===== config.mk =====
export PLATFORM = sky130hd
export DESIGN_NAME = mail_header_overstrike_marker
export DESIGN_NICKNAME = d
export VERILOG_FILES = /design/src/rtl/core/mhom_pkg.sv /design/src/rtl/core/mhom_front.sv /design/src/rtl/core/mhom_cmd_fifo.sv /design/src/rtl/core/mhom_back.sv /design/src/rtl/core/mail_header_overstrike_marker.sv
export SDC_FILE = /design/constraint.sdc
export NUM_CORES = 1
export LEC_CHECK = 0
export BUFFER_PORTS_ARGS = -buffer_cell sky130_fd_sc_hd__buf_2
export CORE_UTILIZATION = 60
export DETAILED_ROUTE_END_ITERATION = 8
export PLACE_DENSITY = 0.9
export SLEW_MARGIN = 20
export SYNTH_ARGS = -nofsm -noshare
export SYNTH_HDL_FRONTEND = slang
export SYNTH_HIERARCHICAL = 1
export SYNTH_SLANG_ARGS = --single-unit

===== constraint.sdc =====
create_clock -name clk -period 5.6 [get_ports clk]
set_input_delay 0.28 -clock clk [delete_from_list [all_inputs] [get_ports clk]]
set_output_delay 0.28 -clock clk [all_outputs]
set_load 0.02 [all_outputs]

===== src/rtl/core/mhom_pkg.sv =====
`default_nettype none
package mhom_pkg;

  typedef enum logic [3:0] {
    M_NAME       = 4'd0,
    M_LINE_START = 4'd1,
    M_BODY       = 4'd2,
    M_SEEN_F     = 4'd3,
    M_SEEN_R     = 4'd4,
    M_SEEN_O     = 4'd5,
    M_SEEN_M     = 4'd6,
    M_VALUE      = 4'd7,
    M_HDR_LINE   = 4'd8
  } mode_t;

  typedef enum logic [2:0] {
    K_PLAIN  = 3'd0,
    K_UNDER  = 3'd1,
    K_BOLD   = 3'd2,
    K_REPLAY = 3'd3,
    K_MARK   = 3'd4
  } kind_t;

  typedef struct packed {
    kind_t      kind;
    logic [7:0] ch;
    logic [2:0] cnt;
  } cmd_t;

  localparam logic [7:0] CH_BS    = 8'd8;
  localparam logic [7:0] CH_TAB   = 8'd9;
  localparam logic [7:0] CH_NL    = 8'd10;
  localparam logic [7:0] CH_SPACE = 8'h20;
  localparam logic [7:0] CH_COLON = 8'h3A;
  localparam logic [7:0] CH_UNDER = 8'h5F;
  localparam logic [7:0] CH_F     = 8'h46;
  localparam logic [7:0] CH_R     = 8'h72;
  localparam logic [7:0] CH_O     = 8'h6F;
  localparam logic [7:0] CH_M     = 8'h6D;

  // Index of the final output byte of a command.
  function automatic logic [3:0] cmd_last_idx(input cmd_t c);
    logic [3:0] r;
    case (c.kind)
      K_PLAIN:  r = 4'd0;
      K_UNDER:  r = 4'd2;
      K_BOLD:   r = 4'd2;
      K_REPLAY: r = {1'b0, c.cnt};
      K_MARK:   r = 4'd12;
      default:  r = 4'd0;
    endcase
    return r;
  endfunction

  function automatic logic [7:0] from_word(input logic [1:0] i);
    logic [7:0] r;
    case (i)
      2'd0:    r = CH_F;
      2'd1:    r = CH_R;
      2'd2:    r = CH_O;
      default: r = CH_M;
    endcase
    return r;
  endfunction

  function automatic logic [7:0] from_mark(input logic [3:0] i);
    logic [7:0] r;
    case (i)
      4'd0, 4'd3, 4'd6, 4'd9:  r = CH_UNDER;
      4'd1, 4'd4, 4'd7, 4'd10: r = CH_BS;
      4'd2:                    r = CH_F;
      4'd5:                    r = CH_R;
      4'd8:                    r = CH_O;
      4'd11:                   r = CH_M;
      default:                 r = CH_SPACE;
    endcase
    return r;
  endfunction

  function automatic logic [7:0] cmd_byte(input cmd_t c, input logic [3:0] idx);
    logic [7:0] r;
    case (c.kind)
      K_PLAIN:  r = c.ch;
      K_UNDER:  r = (idx == 4'd0) ? CH_UNDER : ((idx == 4'd1) ? CH_BS : c.ch);
      K_BOLD:   r = (idx == 4'd1) ? CH_BS : c.ch;
      K_REPLAY: r = (idx == {1'b0, c.cnt}) ? c.ch : from_word(idx[1:0]);
      K_MARK:   r = from_mark(idx);
      default:  r = c.ch;
    endcase
    return r;
  endfunction

endpackage
`default_nettype wire


===== src/rtl/core/mhom_front.sv =====
`default_nettype none
module mhom_front (
  input  wire logic          clk,
  input  wire logic          rst_n,
  input  wire logic          in_valid,
  output logic               in_ready,
  input  wire logic [7:0]    in_byte,
  input  wire logic          q_full,
  output logic               q_push,
  output mhom_pkg::cmd_t     q_cmd
);

  mhom_pkg::mode_t mode_r, mode_nxt;
  logic            blank_r, blank_nxt;
  logic            accept;
  logic            has_cmd;

  assign in_ready = !q_full;
  assign accept   = in_valid && in_ready;
  assign q_push   = accept && has_cmd;

  // Next mode and blank flag.
  always_comb begin
    mode_nxt  = mode_r;
    blank_nxt = blank_r;
    unique case (mode_r)
      mhom_pkg::M_BODY: begin
        if (in_byte == mhom_pkg::CH_NL) mode_nxt = mhom_pkg::M_LINE_START;
      end
      mhom_pkg::M_SEEN_F: begin
        mode_nxt = (in_byte == mhom_pkg::CH_R) ? mhom_pkg::M_SEEN_R : mhom_pkg::M_BODY;
      end
      mhom_pkg::M_SEEN_R: begin
        mode_nxt = (in_byte == mhom_pkg::CH_O) ? mhom_pkg::M_SEEN_O : mhom_pkg::M_BODY;
      end
      mhom_pkg::M_SEEN_O: begin
        mode_nxt = (in_byte == mhom_pkg::CH_M) ? mhom_pkg::M_SEEN_M : mhom_pkg::M_BODY;
      end
      mhom_pkg::M_SEEN_M: begin
        mode_nxt = (in_byte == mhom_pkg::CH_SPACE) ? mhom_pkg::M_VALUE : mhom_pkg::M_BODY;
      end
      mhom_pkg::M_HDR_LINE: begin
        blank_nxt = 1'b0;
        if (in_byte == mhom_pkg::CH_SPACE || in_byte == mhom_pkg::CH_TAB) begin
          mode_nxt = mhom_pkg::M_VALUE;
        end else if (in_byte == mhom_pkg::CH_NL) begin
          mode_nxt = mhom_pkg::M_BODY;
        end else if (in_byte == mhom_pkg::CH_COLON) begin
          mode_nxt = mhom_pkg::M_VALUE;
        end else begin
          mode_nxt = mhom_pkg::M_NAME;
        end
      end
      mhom_pkg::M_NAME: begin
        if (in_byte == mhom_pkg::CH_NL) begin
          mode_nxt = mhom_pkg::M_HDR_LINE;
        end else if (in_byte == mhom_pkg::CH_SPACE) begin
          blank_nxt = 1'b1;
        end else if (in_byte == mhom_pkg::CH_COLON && !blank_r) begin
          mode_nxt = mhom_pkg::M_VALUE;
        end
      end
      mhom_pkg::M_VALUE: begin
        if (in_byte == mhom_pkg::CH_NL) mode_nxt = mhom_pkg::M_HDR_LINE;
      end
      default: begin
        // Line start, and any code that cannot arise.
        if (in_byte == mhom_pkg::CH_F) begin
          mode_nxt = mhom_pkg::M_SEEN_F;
        end else if (in_byte == mhom_pkg::CH_NL) begin
          mode_nxt = mhom_pkg::M_LINE_START;
        end else begin
          mode_nxt = mhom_pkg::M_BODY;
        end
      end
    endcase
  end

  // Command for the back end; a held match prefix produces none.
  always_comb begin
    has_cmd     = 1'b1;
    q_cmd.kind  = mhom_pkg::K_PLAIN;
    q_cmd.ch    = in_byte;
    q_cmd.cnt   = 3'd0;
    unique case (mode_r)
      mhom_pkg::M_BODY: begin
        q_cmd.kind = mhom_pkg::K_PLAIN;
      end
      mhom_pkg::M_SEEN_F: begin
        has_cmd    = (in_byte != mhom_pkg::CH_R);
        q_cmd.kind = mhom_pkg::K_REPLAY;
        q_cmd.cnt  = 3'd1;
      end
      mhom_pkg::M_SEEN_R: begin
        has_cmd    = (in_byte != mhom_pkg::CH_O);
        q_cmd.kind = mhom_pkg::K_REPLAY;
        q_cmd.cnt  = 3'd2;
      end
      mhom_pkg::M_SEEN_O: begin
        has_cmd    = (in_byte != mhom_pkg::CH_M);
        q_cmd.kind = mhom_pkg::K_REPLAY;
        q_cmd.cnt  = 3'd3;
      end
      mhom_pkg::M_SEEN_M: begin
        q_cmd.kind = (in_byte == mhom_pkg::CH_SPACE) ? mhom_pkg::K_MARK : mhom_pkg::K_REPLAY;
        q_cmd.cnt  = 3'd4;
      end
      mhom_pkg::M_HDR_LINE, mhom_pkg::M_NAME: begin
        if (in_byte == mhom_pkg::CH_NL || in_byte == mhom_pkg::CH_SPACE ||
            (in_byte == mhom_pkg::CH_TAB && mode_r == mhom_pkg::M_HDR_LINE)) begin
          // A blank only starts a continuation at the head of a header line.
          q_cmd.kind = (in_byte == mhom_pkg::CH_SPACE && mode_r == mhom_pkg::M_NAME) ?
                       mhom_pkg::K_UNDER : mhom_pkg::K_PLAIN;
        end else begin
          q_cmd.kind = mhom_pkg::K_UNDER;
        end
      end
      mhom_pkg::M_VALUE: begin
        q_cmd.kind = (in_byte == mhom_pkg::CH_NL) ? mhom_pkg::K_PLAIN : mhom_pkg::K_BOLD;
      end
      default: begin
        has_cmd    = (in_byte != mhom_pkg::CH_F);
        q_cmd.kind = mhom_pkg::K_PLAIN;
      end
    endcase
  end

  always_ff @(posedge clk) begin
    if (!rst_n) begin
      mode_r  <= mhom_pkg::M_LINE_START;
      blank_r <= 1'b0;
    end else if (accept) begin
      mode_r  <= mode_nxt;
      blank_r <= blank_nxt;
    end
  end

endmodule
`default_nettype wire


===== src/rtl/core/mhom_cmd_fifo.sv =====
`default_nettype none
module mhom_cmd_fifo #(
  parameter int DEPTH = 4
) (
  input  wire logic            clk,
  input  wire logic            rst_n,
  input  wire logic            push,
  input  wire mhom_pkg::cmd_t  push_cmd,
  output logic                 full,
  input  wire logic            pop,
  output logic                 empty,
  output mhom_pkg::cmd_t       head_cmd
);

  localparam int AW = $clog2(DEPTH);
  localparam int CW = $clog2(DEPTH + 1);
  localparam logic [AW-1:0] LAST_PTR = AW'(DEPTH - 1);
  localparam logic [CW-1:0] FULL_CNT = CW'(DEPTH);

  mhom_pkg::cmd_t  slot_r [DEPTH];
  logic [AW-1:0]   wr_ptr_r, rd_ptr_r;
  logic [CW-1:0]   cnt_r;
  logic            do_push, do_pop;

  assign full     = (cnt_r == FULL_CNT);
  assign empty    = (cnt_r == '0);
  assign head_cmd = slot_r[rd_ptr_r];
  assign do_push  = push && !full;
  assign do_pop   = pop && !empty;

  always_ff @(posedge clk) begin
    if (do_push) slot_r[wr_ptr_r] <= push_cmd;
  end

  always_ff @(posedge clk) begin
    if (!rst_n) begin
      wr_ptr_r <= '0;
      rd_ptr_r <= '0;
      cnt_r    <= '0;
    end else begin
      if (do_push) wr_ptr_r <= (wr_ptr_r == LAST_PTR) ? '0 : wr_ptr_r + 1'b1;
      if (do_pop)  rd_ptr_r <= (rd_ptr_r == LAST_PTR) ? '0 : rd_ptr_r + 1'b1;
      if (do_push && !do_pop)      cnt_r <= cnt_r + 1'b1;
      else if (do_pop && !do_push) cnt_r <= cnt_r - 1'b1;
    end
  end

endmodule
`default_nettype wire


===== src/rtl/core/mhom_back.sv =====
`default_nettype none
module mhom_back (
  input  wire logic            clk,
  input  wire logic            rst_n,
  input  wire logic            q_empty,
  input  wire mhom_pkg::cmd_t  q_head,
  output logic                 q_pop,
  output logic                 out_valid,
  input  wire logic            out_ready,
  output logic [7:0]           out_byte,
  output logic                 out_last
);

  mhom_pkg::cmd_t cur_r;
  logic           cur_valid_r, cur_valid_nxt;
  logic [3:0]     idx_r, idx_nxt;
  logic           out_valid_r;
  logic [7:0]     out_byte_r;
  logic           out_last_r;
  logic           advance;
  logic           cur_done;

  assign out_valid = out_valid_r;
  assign out_byte  = out_byte_r;
  assign out_last  = out_last_r;

  // A byte of the current command moves into the output register whenever that register is free or drains.
  assign advance  = cur_valid_r && (!out_valid_r || out_ready);
  assign cur_done = advance && (idx_r == mhom_pkg::cmd_last_idx(cur_r));
  assign q_pop    = !q_empty && (!cur_valid_r || cur_done);

  always_comb begin
    cur_valid_nxt = cur_valid_r;
    idx_nxt       = idx_r;
    if (q_pop) begin
      cur_valid_nxt = 1'b1;
      idx_nxt       = 4'd0;
    end else if (cur_done) begin
      cur_valid_nxt = 1'b0;
      idx_nxt       = 4'd0;
    end else if (advance) begin
      idx_nxt = idx_r + 4'd1;
    end
  end

  always_ff @(posedge clk) begin
    if (q_pop) cur_r <= q_head;
    if (advance) begin
      out_byte_r <= mhom_pkg::cmd_byte(cur_r, idx_r);
      out_last_r <= (idx_r == mhom_pkg::cmd_last_idx(cur_r));
    end
  end

  always_ff @(posedge clk) begin
    if (!rst_n) begin
      cur_valid_r <= 1'b0;
      idx_r       <= 4'd0;
      out_valid_r <= 1'b0;
    end else begin
      cur_valid_r <= cur_valid_nxt;
      idx_r       <= idx_nxt;
      if (advance)        out_valid_r <= 1'b1;
      else if (out_ready) out_valid_r <= 1'b0;
    end
  end

endmodule
`default_nettype wire


===== src/rtl/core/mail_header_overstrike_marker.sv =====
`default_nettype none
// Channel  Direction  Handshake              Payload
// in       input      in_valid / in_ready    in_byte[7:0]
// out      output     out_valid / out_ready  out_byte[7:0], out_last
//
// Each input byte is classified combinationally and queued as a command; the back end
// then emits one output byte per cycle while out_ready is high: 1 for body text, a
// header newline or a leading blank, 3 for other header bytes, 2 to 5 for a failed
// "From" match, 13 for the "From " marker and none while a match is held. The output
// rate sets the throughput; input stalls only when the command queue is full. Reset
// is synchronous and returns the block to line start.
module mail_header_overstrike_marker #(
  parameter int QUEUE_DEPTH = 4
) (
  input  wire logic       clk,
  input  wire logic       rst_n,
  input  wire logic       in_valid,
  output logic            in_ready,
  input  wire logic [7:0] in_byte,
  output logic            out_valid,
  input  wire logic       out_ready,
  output logic [7:0]      out_byte,
  output logic            out_last
);

  mhom_pkg::cmd_t push_cmd, head_cmd;
  logic           q_push, q_full, q_pop, q_empty;

  mhom_front u_front (
    .clk      (clk),
    .rst_n    (rst_n),
    .in_valid (in_valid),
    .in_ready (in_ready),
    .in_byte  (in_byte),
    .q_full   (q_full),
    .q_push   (q_push),
    .q_cmd    (push_cmd)
  );

  mhom_cmd_fifo #(.DEPTH(QUEUE_DEPTH)) u_fifo (
    .clk      (clk),
    .rst_n    (rst_n),
    .push     (q_push),
    .push_cmd (push_cmd),
    .full     (q_full),
    .pop      (q_pop),
    .empty    (q_empty),
    .head_cmd (head_cmd)
  );

  mhom_back u_back (
    .clk       (clk),
    .rst_n     (rst_n),
    .q_empty   (q_empty),
    .q_head    (head_cmd),
    .q_pop     (q_pop),
    .out_valid (out_valid),
    .out_ready (out_ready),
    .out_byte  (out_byte),
    .out_last  (out_last)
  );

endmodule
`default_nettype wire


==> results of run 1 <==
==> synthesized netlist by cell type, types with 4 or more instances <==
master                     count
sky130_fd_sc_hd__a21oi_1      18
sky130_fd_sc_hd__a31oi_1       8
sky130_fd_sc_hd__and2_1        7
sky130_fd_sc_hd__buf_2         9
sky130_fd_sc_hd__buf_4         8
sky130_fd_sc_hd__buf_6         4
sky130_fd_sc_hd__clkbuf_1      6
sky130_fd_sc_hd__dfxtp_1      27
sky130_fd_sc_hd__edfxtp_1     79
sky130_fd_sc_hd__ha_1         15
sky130_fd_sc_hd__inv_1        20
sky130_fd_sc_hd__mux2i_1       5
sky130_fd_sc_hd__mux4_2       14
sky130_fd_sc_hd__nand2_1      24
sky130_fd_sc_hd__nand3_1      11
sky130_fd_sc_hd__nand4_1       5
sky130_fd_sc_hd__nor2_1       27
sky130_fd_sc_hd__nor2b_1       8
sky130_fd_sc_hd__nor3_1        9
sky130_fd_sc_hd__nor4_1        4
sky130_fd_sc_hd__o211ai_1      5
sky130_fd_sc_hd__o21a_1        4
sky130_fd_sc_hd__o21ai_0      17
sky130_fd_sc_hd__o22ai_1       8
sky130_fd_sc_hd__o31ai_1       5
sky130_fd_sc_hd__or2_1         4
sky130_fd_sc_hd__xor2_1        5
==> kinds of logic (layout without fill, tap and decap cells) <==
kind of cell	count (synthesis)	count (layout)	share of synthesized area (%)
and+or+nand+nor	132	132	14.7
DFF	106	106	54.0
AOI/OAI and AO/OA	103	103	14.1
buffers and inverters	50	62	5.10
muxes	19	19	6.77
adders and majority gates	17	17	4.04
xor gates and xnor gates	8	8	1.30
==> cell usage in the layout (no fill, tap or decap), drive strengths merged, types with 4 or more instances in the layout <==
cell type	synthesis	layout
edfxtp	79	79
nand4	5	5
nor4	6	6
mux4	14	14
o21a	4	4
ha	15	15
dfxtp	27	27
nor3b	6	6
o211ai	5	5
and2	7	7
or2	4	4
buf	22	24
a21oi	18	18
inv	22	26
nand2	24	24
a211oi	4	4
o31ai	6	6
clkbuf	6	9
mux2i	5	5
nor3	9	9
nand3	11	11
nor2	27	27
o22ai	8	8
nor2b	8	8
a31oi	8	8
o21ai	20	20
xor2	5	5
a21boi	4	4
==> cell type report <==
type,instances,area (sq um)
clock inverters,7,96.3
flip-flops and latches,106,2910
multi-input cells,279,2210
repair buffers,24,125
inverters,22,82.6
clock buffers,9,124
well taps,108,135
fillers,636,3040
==> power groups by stage <==
stage	sequential [W]	combinational, W	clock [W]
after floorplan	0.00130	0.000878	0
after global placement	0.00136	0.000995	0
after detailed placement	0.00137	0.00104	0
after CTS	0.00136	0.00104	0.000491
after global routing	0.00139	0.00114	0.000524
final	0.00136	0.00105	0.000480
==> per-layer routing <==
metal / track usage (%) / share of wire, % / wire length (um) / vias to the layer above
li1: - / - / - / 1681
met4: 9.99 / 2.9 / 303 / 0
met3: 4.41 / 4.7 / 484 / 30
met1: 26.6 / 40 / 4150 / 1715
met5: 0 / 0 / 0 / -
met2: 41.1 / 52 / 5420 / 148
==> metrics by stage <==
step	setup slack, ps	instances
after CTS	1770	555
after detailed placement	1760	539
after global routing	1500	555
final	1740	555
after floorplan	1980	435
after global placement	1980	539
==> path summary, 6_finish.rpt <==
| check | to | slack (ps) | cells past startpoint | from |
|---|---|---|---|---|
| worst min register to register | u_fifo/wr_ptr_r[1]$_SDFFE_PN0P_ | 510 | 2 | u_fifo/wr_ptr_r[1]$_SDFFE_PN0P_ |
| worst min-delay path | u_fifo/slot_r[1][9]$_DFFE_PP_ | 200 | 1 | in_byte[6] |
| worst max-delay path | u_fifo/cnt_r[2]$_SDFFE_PN0P_ | 1740 | 13 | u_back/cur_r[12]$_DFFE_PP_ |
| worst max register to register | u_fifo/cnt_r[2]$_SDFFE_PN0P_ | 1740 | 13 | u_back/cur_r[12]$_DFFE_PP_ |
==> flip-flops by register name, indices dropped and copies added (netlist names), 2 cells and up, named ones only <==
signal           count
u_back/cur_r        14
u_fifo/slot_r       56
u_front/mode_r       4
u_fifo/cnt_r         3
u_fifo/wr_ptr_r      2
u_back/idx_r         4
u_fifo/rd_ptr_r      2
u_back/out_byte      8
==> impl_metrics.prom, run 1 <==
# TYPE chip_impl_metric gauge
chip_impl_info{name="run_status",value="finished, final reports clean"} 1
chip_impl_metric{name="grt_pass1_wl",unit="mm"} 16.8
chip_impl_metric{name="max_freq",unit="GHz"} 0.259
chip_impl_metric{name="arrival",unit="ps"} 4170
chip_impl_metric{name="final_util",unit="%"} 65.2
chip_impl_metric{name="core-area",unit="sq um"} 8720
chip_impl_metric{name="clock_tree.htree_level_count",unit=""} 3
chip_impl_metric{name="num_antenna_cells",unit=""} 0
chip_impl_metric{name="cap_viol_max_count",unit=""} 0
chip_impl_metric{name="ys_async_sr_fraction",unit="%"} 0
chip_impl_metric{name="setup_tns_final",unit="ps"} 0
chip_impl_metric{name="synth-seq-cells",unit=""} 106
chip_impl_metric{name="total_power",unit="W"} 0.00288
chip_impl_metric{name="report.final.slew_viol_count",unit=""} 0
chip_impl_metric{name="grt_overflow_total",unit=""} 0
chip_impl_metric{name="number_of_antenna_violations_at_the_first_check_in_global_routing",unit=""} 0
chip_impl_metric{name="critical_path.max_fanout",unit=""} 15
chip_impl_metric{name="nets",unit=""} 470
chip_impl_metric{name="number_of_failing_hold_endpoints_at_the_final_stage",unit=""} 0
chip_impl_metric{name="yosysTopAreaCellShare",unit="%"} 44.0
chip_impl_metric{name="clock_insertion_delay_worst_skew",unit="ps"} 390
chip_impl_metric{name="drt_pass1_iterations",unit=""} 6
chip_impl_metric{name="dpl_cell_area",unit="sq um"} 5460
chip_impl_metric{name="power_dissipated_by_switching_net_loads",unit="W"} 0.00110
chip_impl_metric{name="power.share.combinational",unit="%"} 36.3
chip_impl_metric{name="number_of_flops_mapped_to_enable_cells_by_yosys",unit=""} 79
chip_impl_info{name="cts_tree",value="done"} 1
chip_impl_metric{name="vias_per_cell",unit=""} 6.44
chip_impl_metric{name="worst-endpoint-required",unit="ps"} 5910
chip_impl_info{name="critical_path_capture_point_type",value="register"} 1
chip_impl_metric{name="worst_clock_skew",unit="ps"} 20.8
chip_impl_info{name="yosysTopAreaCell",value="sky130_fd_sc_hd__edfxtp_1"} 1
chip_impl_metric{name="io-pin-count",unit=""} 23
chip_impl_metric{name="initialDrtViolationCount",unit=""} 218
chip_impl_info{name="ys_top_cells_by_area",value="sky130_fd_sc_hd__edfxtp_1 (44%), sky130_fd_sc_hd__dfxtp_1 (10%), sky130_fd_sc_hd__mux4_2 (5.8%), sky130_fd_sc_hd__ha_1 (3.5%), sky130_fd_sc_hd__nor2_1 (1.9%)"} 1
chip_impl_info{name="clk_root_buffer_cell",value="sky130_fd_sc_hd__clkbuf_8"} 1
chip_impl_metric{name="dpl.hpwl",unit="mm"} 7.55
chip_impl_metric{name="cts_max_path_buffers",unit=""} 2
chip_impl_metric{name="grt_max_degree",unit=""} 24
chip_impl_metric{name="mappedNetlistNets",unit=""} 463
chip_impl_metric{name="avgRoutedWirePerCell",unit="um"} 18.7
chip_impl_info{name="cp_top_family",value="compound AO/OA/AOI/OAI gates"} 1
chip_impl_metric{name="worst_pin_slew",unit="ps"} 937
chip_impl_metric{name="die_width",unit="um"} 96.8
chip_impl_metric{name="ys_seq_area_share",unit="%"} 54.0
chip_impl_info{name="critPathSlowestCell",value="sky130_fd_sc_hd__edfxtp_1"} 1
chip_impl_metric{name="netSwitchingFraction",unit="%"} 38.0
chip_impl_metric{name="period_share",unit="%"} 69.0
chip_impl_metric{name="netlist_area",unit="sq um"} 5400
chip_impl_metric{name="initial_core_util",unit="%"} 61.9
chip_impl_metric{name="cpPeakStageDelay",unit="ps"} 650
chip_impl_metric{name="peak_supply_drop",unit="mV"} 0.278
chip_impl_metric{name="layout-drive-gt1-share",unit="%"} 16.6
chip_impl_metric{name="rows",unit=""} 34
chip_impl_metric{name="power_density",unit="nW/um^2"} 507
chip_impl_metric{name="postSynthCellCount",unit=""} 435
chip_impl_info{name="holdCritPathClass",value="in -> reg"} 1
chip_impl_metric{name="clk_pin_slew_worst_paths",unit="ps"} 120
chip_impl_metric{name="die_height",unit="um"} 96.8
chip_impl_metric{name="power_frac_clock",unit="%"} 16.7
chip_impl_metric{name="fin_hold_ws",unit="ps"} 205
chip_impl_metric{name="input_output_buffers",unit=""} 22
chip_impl_info{name="crit_path_frequent_cell",value="sky130_fd_sc_hd__o31ai_1"} 1
chip_impl_metric{name="intPower",unit="W"} 0.00179
chip_impl_metric{name="hold_buffers",unit=""} 0
chip_impl_metric{name="post_cts.resized_instances",unit=""} 0
chip_impl_metric{name="grt_util_all_layers",unit="%"} 22.9
chip_impl_info{name="ys.flop_type",value="sky130_fd_sc_hd__edfxtp_1"} 1
chip_impl_metric{name="yosys_warnings",unit=""} 6
chip_impl_metric{name="die_area",unit="sq um"} 9380
chip_impl_info{name="path_class",value="reg -> reg"} 1
chip_impl_info{name="timing.critical_path.from_type",value="register"} 1
chip_impl_metric{name="post_cts_buffers",unit=""} 0
chip_impl_metric{name="route.detailed.drc",unit=""} 0
chip_impl_metric{name="final_design_area_excluding_fillers",unit="sq um"} 5680
chip_impl_metric{name="synth_cell_type_count",unit=""} 78
chip_impl_metric{name="cp.buffers_inverters",unit=""} 2
chip_impl_info{name="rsz0062_at_grt",value="false"} 1
chip_impl_info{name="crit_chain",value="and3b_1 > a2111oi_4 > a311oi_2 > o31ai_1 > nor2b_1 > buf_4 > o31ai_1 > ha_1 > inv_1 > fa_1 > xor2_1 > or3_1 > a21boi_0"} 1
chip_impl_metric{name="slew-limit-headroom",unit="%"} 37.5
chip_impl_metric{name="finalWirelength",unit="mm"} 10.4
chip_impl_metric{name="first_global_vias",unit=""} 3453
chip_impl_metric{name="timing.final.crit_period",unit="ps"} 3860
chip_impl_metric{name="synthToLayoutAreaGrowth",unit="%"} 5.33
chip_impl_metric{name="dr_total_vias",unit=""} 3574
chip_impl_metric{name="final-setup-viol-count",unit=""} 0
chip_impl_metric{name="drt.antenna.violating_nets",unit=""} 0
chip_impl_metric{name="clock_sinks",unit=""} 106
chip_impl_metric{name="synth_area_per_cell",unit="sq um"} 12.4
chip_impl_metric{name="clock_buffers_created_by_tritoncts",unit=""} 9
chip_impl_metric{name="gp_congestion",unit=""} 0.989
chip_impl_metric{name="pwr-share-seq",unit="%"} 47.0
chip_impl_metric{name="leakage",unit="nW"} 1.94
(Power assumes the default switching activity.)
==> run 2: changes to the inputs <==
Settings changed: CORE_UTILIZATION 60 to 56, PLACE_DENSITY 0.9 to 0.88.
Clock period 5.6 ns to 3.55 ns, I/O delays scaled along.
==> run 2 against run 1 <==
Design area increased by 2.1%. First-iteration DRC count increased by 6.4%. Critical endpoint unchanged. Sequential cell count unchanged. Wire length increased by 2.2%. Combinational power increased by 76%. Clock-buffer cell count increased by 1. Clock skew decreased by 12 ps. Register-to-register slack got worse by 1500 ps. Sequential power increased by 53%. Critical path type unchanged. Die area increased by 7.0%.
==> impl_metrics.prom, run 2 (synthesis gave the netlist of run 1 again) <==
# TYPE chip_impl_metric gauge
chip_impl_info{name="run_status",value="finished, final reports clean"} 1
chip_impl_info{name="critical_path.reg2reg.startpoint",value="u_back/cur_r[11]$_DFFE_PP_"} 1
chip_impl_metric{name="core-area",unit="sq um"} 9280
chip_impl_metric{name="rows",unit=""} 35
chip_impl_metric{name="clock_tree.htree_level_count",unit=""} 3
chip_impl_metric{name="fin_hold_ws",unit="ps"} 146
chip_impl_metric{name="arrival",unit="ps"} 3580
chip_impl_metric{name="grt_pass1_wl",unit="mm"} 16.9
chip_impl_metric{name="cpPeakStageDelay",unit="ps"} 630
chip_impl_metric{name="die_width",unit="um"} 100
chip_impl_metric{name="grt_util_all_layers",unit="%"} 22.1
chip_impl_info{name="worstHoldStart",value="in_byte[6]"} 1
chip_impl_info{name="timing.critical_path.from_type",value="register"} 1
chip_impl_metric{name="num_antenna_cells",unit=""} 0
chip_impl_info{name="holdCritPathClass",value="in -> reg"} 1
chip_impl_metric{name="pwr-share-seq",unit="%"} 45.4
chip_impl_metric{name="gp_congestion",unit=""} 0.939
chip_impl_info{name="crit_start",value="u_back/cur_r[11]$_DFFE_PP_"} 1
chip_impl_metric{name="nets",unit=""} 488
chip_impl_metric{name="period_share",unit="%"} 93.0
chip_impl_metric{name="layout-drive-gt1-share",unit="%"} 19.8
chip_impl_metric{name="avgRoutedWirePerCell",unit="um"} 17.8
chip_impl_metric{name="initialDrtViolationCount",unit=""} 232
chip_impl_metric{name="clock_insertion_delay_worst_skew",unit="ps"} 350
chip_impl_metric{name="clock_sinks",unit=""} 106
chip_impl_metric{name="timing.final.ws_setup",unit="ps"} 248
chip_impl_metric{name="largest_reg_flops",unit=""} 56
chip_impl_metric{name="drt.antenna.violating_nets",unit=""} 0
chip_impl_metric{name="setup_tns_final",unit="ps"} 0
chip_impl_metric{name="place_worst_setup_slack",unit="ps"} 197
chip_impl_metric{name="netSwitchingFraction",unit="%"} 37.0
chip_impl_metric{name="clock_buffers_created_by_tritoncts",unit=""} 9
chip_impl_metric{name="route.detailed.drc",unit=""} 0
chip_impl_metric{name="intPower",unit="W"} 0.00289
chip_impl_metric{name="grt_overflow_total",unit=""} 0
chip_impl_info{name="crit_path_frequent_cell",value="sky130_fd_sc_hd__o31ai_1"} 1
chip_impl_metric{name="first_global_vias",unit=""} 3383
chip_impl_info{name="layout.cells.most_common",value="sky130_fd_sc_hd__edfxtp_1"} 1
chip_impl_metric{name="die_height",unit="um"} 100
chip_impl_metric{name="worst_pin_slew",unit="ps"} 923
chip_impl_metric{name="slew-limit-headroom",unit="%"} 38.4
chip_impl_metric{name="input_output_buffers",unit=""} 22
chip_impl_metric{name="regToRegSetupSlack",unit="ps"} 250
chip_impl_info{name="cts_tree",value="done"} 1
chip_impl_metric{name="grt_max_degree",unit=""} 19
chip_impl_metric{name="vias_per_cell",unit=""} 6.09
chip_impl_metric{name="leakage",unit="nW"} 2.01
chip_impl_info{name="rsz0062_at_grt",value="false"} 1
chip_impl_info{name="layout.cells.most_common_list",value="sky130_fd_sc_hd__edfxtp_1 (79), sky130_fd_sc_hd__nor2_1 (27), sky130_fd_sc_hd__dfxtp_1 (27)"} 1
chip_impl_metric{name="number_of_antenna_violations_at_the_first_check_in_global_routing",unit=""} 0
chip_impl_metric{name="peak_supply_drop",unit="mV"} 0.434
chip_impl_metric{name="dpl.hpwl",unit="mm"} 7.75
chip_impl_metric{name="clk_pin_slew_worst_paths",unit="ps"} 90
chip_impl_info{name="crit_chain",value="and3b_1 > a2111oi_4 > a311oi_2 > o31ai_1 > nor2b_2 > o31ai_1 > ha_1 > inv_1 > fa_1 > xor2_1 > or3_1 > a21boi_0"} 1
chip_impl_metric{name="power_density",unit="nW/um^2"} 790
chip_impl_metric{name="critical_path.max_fanout",unit=""} 13
chip_impl_metric{name="worst_clock_skew",unit="ps"} 8.58
chip_impl_info{name="top_register",value="u_fifo/slot_r"} 1
chip_impl_metric{name="finalWirelength",unit="mm"} 10.6
chip_impl_metric{name="hold_buffers",unit=""} 0
chip_impl_metric{name="dr_total_vias",unit=""} 3616
chip_impl_metric{name="cap_viol_max_count",unit=""} 0
chip_impl_metric{name="max_freq",unit="GHz"} 0.303
chip_impl_metric{name="initial_core_util",unit="%"} 58.1
chip_impl_metric{name="worst-endpoint-required",unit="ps"} 3820
chip_impl_info{name="clk_root_buffer_cell",value="sky130_fd_sc_hd__clkbuf_8"} 1
chip_impl_info{name="cp_top_family",value="compound AO/OA/AOI/OAI gates"} 1
chip_impl_metric{name="timing.final.crit_period",unit="ps"} 3300
chip_impl_metric{name="drt_pass1_iterations",unit=""} 4
chip_impl_metric{name="final-setup-viol-count",unit=""} 0
chip_impl_metric{name="power_frac_clock",unit="%"} 14.2
chip_impl_metric{name="report.final.slew_viol_count",unit=""} 0
chip_impl_info{name="critPathSlowestCell",value="sky130_fd_sc_hd__edfxtp_1"} 1
chip_impl_metric{name="io-pin-count",unit=""} 23
chip_impl_metric{name="die_area",unit="sq um"} 10000
chip_impl_info{name="path_class",value="reg -> reg"} 1
chip_impl_metric{name="synthToLayoutAreaGrowth",unit="%"} 7.54
chip_impl_metric{name="number_of_failing_hold_endpoints_at_the_final_stage",unit=""} 0
chip_impl_metric{name="power.share.combinational",unit="%"} 40.4
chip_impl_metric{name="power_dissipated_by_switching_net_loads",unit="W"} 0.00170
chip_impl_metric{name="cp.buffers_inverters",unit=""} 1
chip_impl_info{name="critical_path_capture_point_type",value="register"} 1
chip_impl_metric{name="cts_max_path_buffers",unit=""} 2
run 2: layout make-up:
type                    instances  area [sq um]
inverters                      22          82.6
well taps                     129           161
fillers                       727          3480
flip-flops and latches        106          2910
repair buffers                 42           260
clock buffers                  10           128
clock inverters                 6          47.5
multi-input cells             279          2210
run 2: worst register-to-register path: stages (launching register included):
cell and delay, ps:
sky130_fd_sc_hd__edfxtp_1 630, sky130_fd_sc_hd__and3b_1 360, sky130_fd_sc_hd__a2111oi_4 110, sky130_fd_sc_hd__a311oi_2 290, sky130_fd_sc_hd__o31ai_1 130, sky130_fd_sc_hd__nor2b_2 180
sky130_fd_sc_hd__o31ai_1 170, sky130_fd_sc_hd__ha_1 290, sky130_fd_sc_hd__inv_1 60, sky130_fd_sc_hd__fa_1 370, sky130_fd_sc_hd__xor2_1 150, sky130_fd_sc_hd__or3_1 300
sky130_fd_sc_hd__a21boi_0 180
run 2: power groups by stage:
stage / registers, W / logic [W] / clock network, W
5_1_grt: 0.00213 / 0.00200 / 0.000718
3_5_place_dp: 0.00213 / 0.00177 / 0
6_report: 0.00208 / 0.00185 / 0.000651
3_3_place_gp: 0.00210 / 0.00170 / 0
4_1_cts: 0.00210 / 0.00178 / 0.000670
2_1_floorplan: 0.00205 / 0.00139 / 0
run 2: worst paths after layout:
check,endpoint,depth (start not counted)
worst min register to register,u_fifo/wr_ptr_r[1]$_SDFFE_PN0P_,2
worst max-delay path,u_fifo/cnt_r[2]$_SDFFE_PN0P_,12
worst min-delay path,u_fifo/slot_r[2][9]$_DFFE_PP_,1
worst max register to register,u_fifo/cnt_r[2]$_SDFFE_PN0P_,12
run 2: per-stage QoR:
| stage | utilization, % | instances | power [W] | instance area, sq um |
|---|---|---|---|---|
| after floorplan | - | 435 | 0.00344 | 5400 |
| after global placement | 60.2 | 573 | 0.00380 | 5590 |
| after detailed placement | 60.2 | 573 | 0.00390 | 5590 |
| after CTS | 62.1 | 589 | 0.00455 | 5760 |
| after global routing | 62.5 | 594 | 0.00485 | 5800 |
| final | 62.5 | 594 | 0.00459 | 5800 |
run 2: per-layer routing:
layer,global-route usage [%],up-vias,part of all wire (%)
met5,0,-,0
met4,7.47,0,1.8
met3,4.46,18,5.3
met2,41.0,145,54
met1,25.3,1744,39
li1,-,1709,-
run 2: repair_timing:
item / CTS / global route
setup endpoints to repair: 0 / 1
buffers inserted: 0 / 5
gates resized for setup: 0 / 0
==> run 3: changes to the inputs <==
==> constraint.sdc (replaced) <==
create_clock -name clk -period 3.55 [get_ports clk]
set_input_delay 0.5325 -clock clk [delete_from_list [all_inputs] [get_ports clk]]
set_output_delay 0.5325 -clock clk [all_outputs]
set_load 0.02 [all_outputs]
==> run 3 against run 2 <==
Setup slack got worse by 19 ps. First-iteration DRC count fell by 8.6%. Register-to-register slack got worse by 20 ps. Clock skew is 6.0 ps higher. Critical endpoint unchanged. Fmax shrank 0.57%. Design area is essentially flat.
==> impl_metrics.prom, run 3 (synthesis gave the netlist of run 1 again) <==
# TYPE chip_impl_metric gauge
chip_impl_metric{name="cpPeakStageDelay",unit="ps"} 660
chip_impl_info{name="whs_endpoint",value="u_fifo/slot_r[3][9]$_DFFE_PP_"} 1
chip_impl_metric{name="layout-drive-gt1-share",unit="%"} 19.4
chip_impl_info{name="rsz0062_at_grt",value="false"} 1
chip_impl_metric{name="nets",unit=""} 486
chip_impl_metric{name="gp_congestion",unit=""} 0.946
chip_impl_metric{name="worst_clock_skew",unit="ps"} 14.5
chip_impl_metric{name="fin_hold_ws",unit="ps"} 477
chip_impl_metric{name="clock_buffers_created_by_tritoncts",unit=""} 9
chip_impl_metric{name="num_antenna_cells",unit=""} 0
chip_impl_metric{name="initial_core_util",unit="%"} 58.1
chip_impl_metric{name="dpl.hpwl",unit="mm"} 7.67
chip_impl_metric{name="grt_max_degree",unit=""} 19
chip_impl_metric{name="drt_pass1_iterations",unit=""} 5
chip_impl_metric{name="finish.cell_count_without_fillers",unit=""} 592
chip_impl_metric{name="input_output_buffers",unit=""} 22
chip_impl_metric{name="cap_viol_max_count",unit=""} 0
chip_impl_metric{name="critical_path.max_fanout",unit=""} 13
chip_impl_metric{name="post_cts.resized_instances",unit=""} 0
chip_impl_metric{name="rows",unit=""} 35
chip_impl_metric{name="number_of_antenna_violations_at_the_first_check_in_global_routing",unit=""} 0
chip_impl_info{name="path_class",value="reg -> reg"} 1
chip_impl_metric{name="regToRegSetupSlack",unit="ps"} 230
chip_impl_metric{name="arrival",unit="ps"} 3620
chip_impl_info{name="crit_chain",value="and3b_1 > a2111oi_4 > a311oi_2 > o31ai_1 > nor2b_2 > o31ai_1 > ha_1 > inv_1 > fa_1 > xor2_1 > or3_1 > a21boi_0"} 1
chip_impl_info{name="critPathSlowestCell",value="sky130_fd_sc_hd__edfxtp_1"} 1
chip_impl_metric{name="grt_util_all_layers",unit="%"} 22.4
chip_impl_metric{name="post_cts_buffers",unit=""} 0
chip_impl_metric{name="clk_pin_slew_worst_paths",unit="ps"} 90
chip_impl_metric{name="avgRoutedWirePerCell",unit="um"} 17.6
chip_impl_metric{name="io-pin-count",unit=""} 23
chip_impl_metric{name="drt.antenna.violating_nets",unit=""} 0
chip_impl_metric{name="final-setup-viol-count",unit=""} 0
chip_impl_metric{name="die_width",unit="um"} 100
chip_impl_metric{name="initialDrtViolationCount",unit=""} 212
chip_impl_metric{name="period_share",unit="%"} 93.6
chip_impl_info{name="cts_tree",value="done"} 1
chip_impl_info{name="clk_root_buffer_cell",value="sky130_fd_sc_hd__clkbuf_8"} 1
chip_impl_metric{name="worst-endpoint-required",unit="ps"} 3840
chip_impl_metric{name="grt_overflow_total",unit=""} 0
chip_impl_metric{name="clock_insertion_delay_worst_skew",unit="ps"} 370
chip_impl_info{name="regToRegEndpoint",value="u_fifo/cnt_r[2]$_SDFFE_PN0P_"} 1
chip_impl_info{name="critical_path.reg2reg.startpoint",value="u_back/cur_r[12]$_DFFE_PP_"} 1
chip_impl_metric{name="holdPathStages",unit=""} 1
chip_impl_metric{name="numPlacedInstances",unit=""} 574
chip_impl_metric{name="first_global_vias",unit=""} 3500
chip_impl_metric{name="timing.final.ws_setup",unit="ps"} 229
chip_impl_info{name="holdCritPathClass",value="in -> reg"} 1
chip_impl_info{name="worstHoldStart",value="in_byte[6]"} 1
chip_impl_metric{name="cts_max_path_buffers",unit=""} 2
chip_impl_metric{name="dr_total_vias",unit=""} 3628
chip_impl_metric{name="setup_tns_final",unit="ps"} 0
chip_impl_metric{name="synthToLayoutAreaGrowth",unit="%"} 7.49
chip_impl_metric{name="report.final.slew_viol_count",unit=""} 0
chip_impl_metric{name="die_area",unit="sq um"} 10000
chip_impl_metric{name="place_worst_setup_slack",unit="ps"} 212
chip_impl_metric{name="grt_pass1_wl",unit="mm"} 17.0
chip_impl_metric{name="number_of_failing_hold_endpoints_at_the_final_stage",unit=""} 0
chip_impl_metric{name="leakage",unit="nW"} 2.01
chip_impl_metric{name="route.detailed.drc",unit=""} 0
chip_impl_metric{name="core-area",unit="sq um"} 9280
chip_impl_metric{name="largest_reg_flops",unit=""} 56
chip_impl_info{name="run_status",value="finished, final reports clean"} 1
chip_impl_metric{name="peak_supply_drop",unit="mV"} 0.416
chip_impl_info{name="top_register",value="u_fifo/slot_r"} 1
chip_impl_metric{name="power_density",unit="nW/um^2"} 788
chip_impl_metric{name="hold_buffers",unit=""} 0
chip_impl_info{name="layout.cells.most_common_list",value="sky130_fd_sc_hd__edfxtp_1 (79), sky130_fd_sc_hd__nor2_1 (27), sky130_fd_sc_hd__dfxtp_1 (27)"} 1
chip_impl_metric{name="worst_pin_slew",unit="ps"} 956
chip_impl_metric{name="r2r.worst_path.cells",unit=""} 12
chip_impl_metric{name="slew-limit-headroom",unit="%"} 36.2
chip_impl_metric{name="vias_per_cell",unit=""} 6.13
chip_impl_info{name="crit_path_frequent_cell",value="sky130_fd_sc_hd__o31ai_1"} 1
chip_impl_metric{name="die_height",unit="um"} 100
chip_impl_metric{name="clock_sinks",unit=""} 106
chip_impl_info{name="timing.critical_path.from_type",value="register"} 1
chip_impl_info{name="layout.cells.most_common",value="sky130_fd_sc_hd__edfxtp_1"} 1
chip_impl_metric{name="max_freq",unit="GHz"} 0.301
chip_impl_metric{name="final_util",unit="%"} 62.5
chip_impl_metric{name="timing.final.crit_period",unit="ps"} 3320
chip_impl_info{name="critical_path_capture_point_type",value="register"} 1
chip_impl_metric{name="finalWirelength",unit="mm"} 10.4
chip_impl_metric{name="clock_tree.htree_level_count",unit=""} 3
run 3: stage by stage:
| stage | total power, W | area (sq um) |
|---|---|---|
| after floorplan | 0.00344 | 5400 |
| after global routing | 0.00485 | 5800 |
| after CTS | 0.00458 | 5780 |
| after global placement | 0.00380 | 5600 |
| after detailed placement | 0.00388 | 5600 |
| final | 0.00457 | 5800 |
run 3: layout make-up:
class / count / area (sq um)
clock buffers: 12 / 155
clock inverters: 4 / 32.5
fillers: 717 / 3480
inverters: 22 / 82.6
multi-input cells: 279 / 2210
flip-flops and latches: 106 / 2910
well taps: 129 / 161
repair buffers: 40 / 245
run 3: worst max-delay path by stage:
stage | from | endpoint | slack, ps | cells after the start
floorplan | u_back/cur_r[11]$_DFFE_PP_ | u_fifo/cnt_r[2]$_SDFFE_PN0P_ | 250 | 13
global placement | u_back/cur_r[12]$_DFFE_PP_ | u_fifo/cnt_r[2]$_SDFFE_PN0P_ | 380 | 12
detailed placement | u_back/cur_r[12]$_DFFE_PP_ | u_fifo/cnt_r[2]$_SDFFE_PN0P_ | 210 | 12
CTS | u_back/cur_r[12]$_DFFE_PP_ | u_fifo/cnt_r[2]$_SDFFE_PN0P_ | 180 | 12
global route | u_back/cur_r[12]$_DFFE_PP_ | u_fifo/cnt_r[2]$_SDFFE_PN0P_ | 40 | 12
finish | u_back/cur_r[12]$_DFFE_PP_ | u_fifo/cnt_r[2]$_SDFFE_PN0P_ | 230 | 12
run 3: critical path: cells and delay by family, from the launching register on:
family / cells / cell delay, ps
AOI/OAI and AO/OA: 5 / 870
and+or+nand+nor: 3 / 850
DFF: 1 / 660
adders and majority gates: 2 / 660
xor gates and xnor gates: 1 / 160
buffers and inverters: 1 / 60
run 3: where the power goes:
group / internal [W] / leakage [nW] / total [W] / switching, W
clock: 0.000301 / 0.0979 / 0.000688 / 0.000387
sequential: 0.00181 / 0.956 / 0.00210 / 0.000281
combinational: 0.000788 / 0.954 / 0.00179 / 0.000999
run 3: layer usage:
| metal | track usage (%) | wire length (um) | share of wire, % | vias up |
|---|---|---|---|---|
| li1 | - | - | - | 1710 |
| met1 | 25.3 | 4200 | 40 | 1745 |
| met2 | 40.3 | 5390 | 52 | 147 |
| met3 | 5.85 | 536 | 5.1 | 26 |
| met4 | 9.25 | 301 | 2.9 | 0 |
| met5 | 0 | 0 | 0 | - |
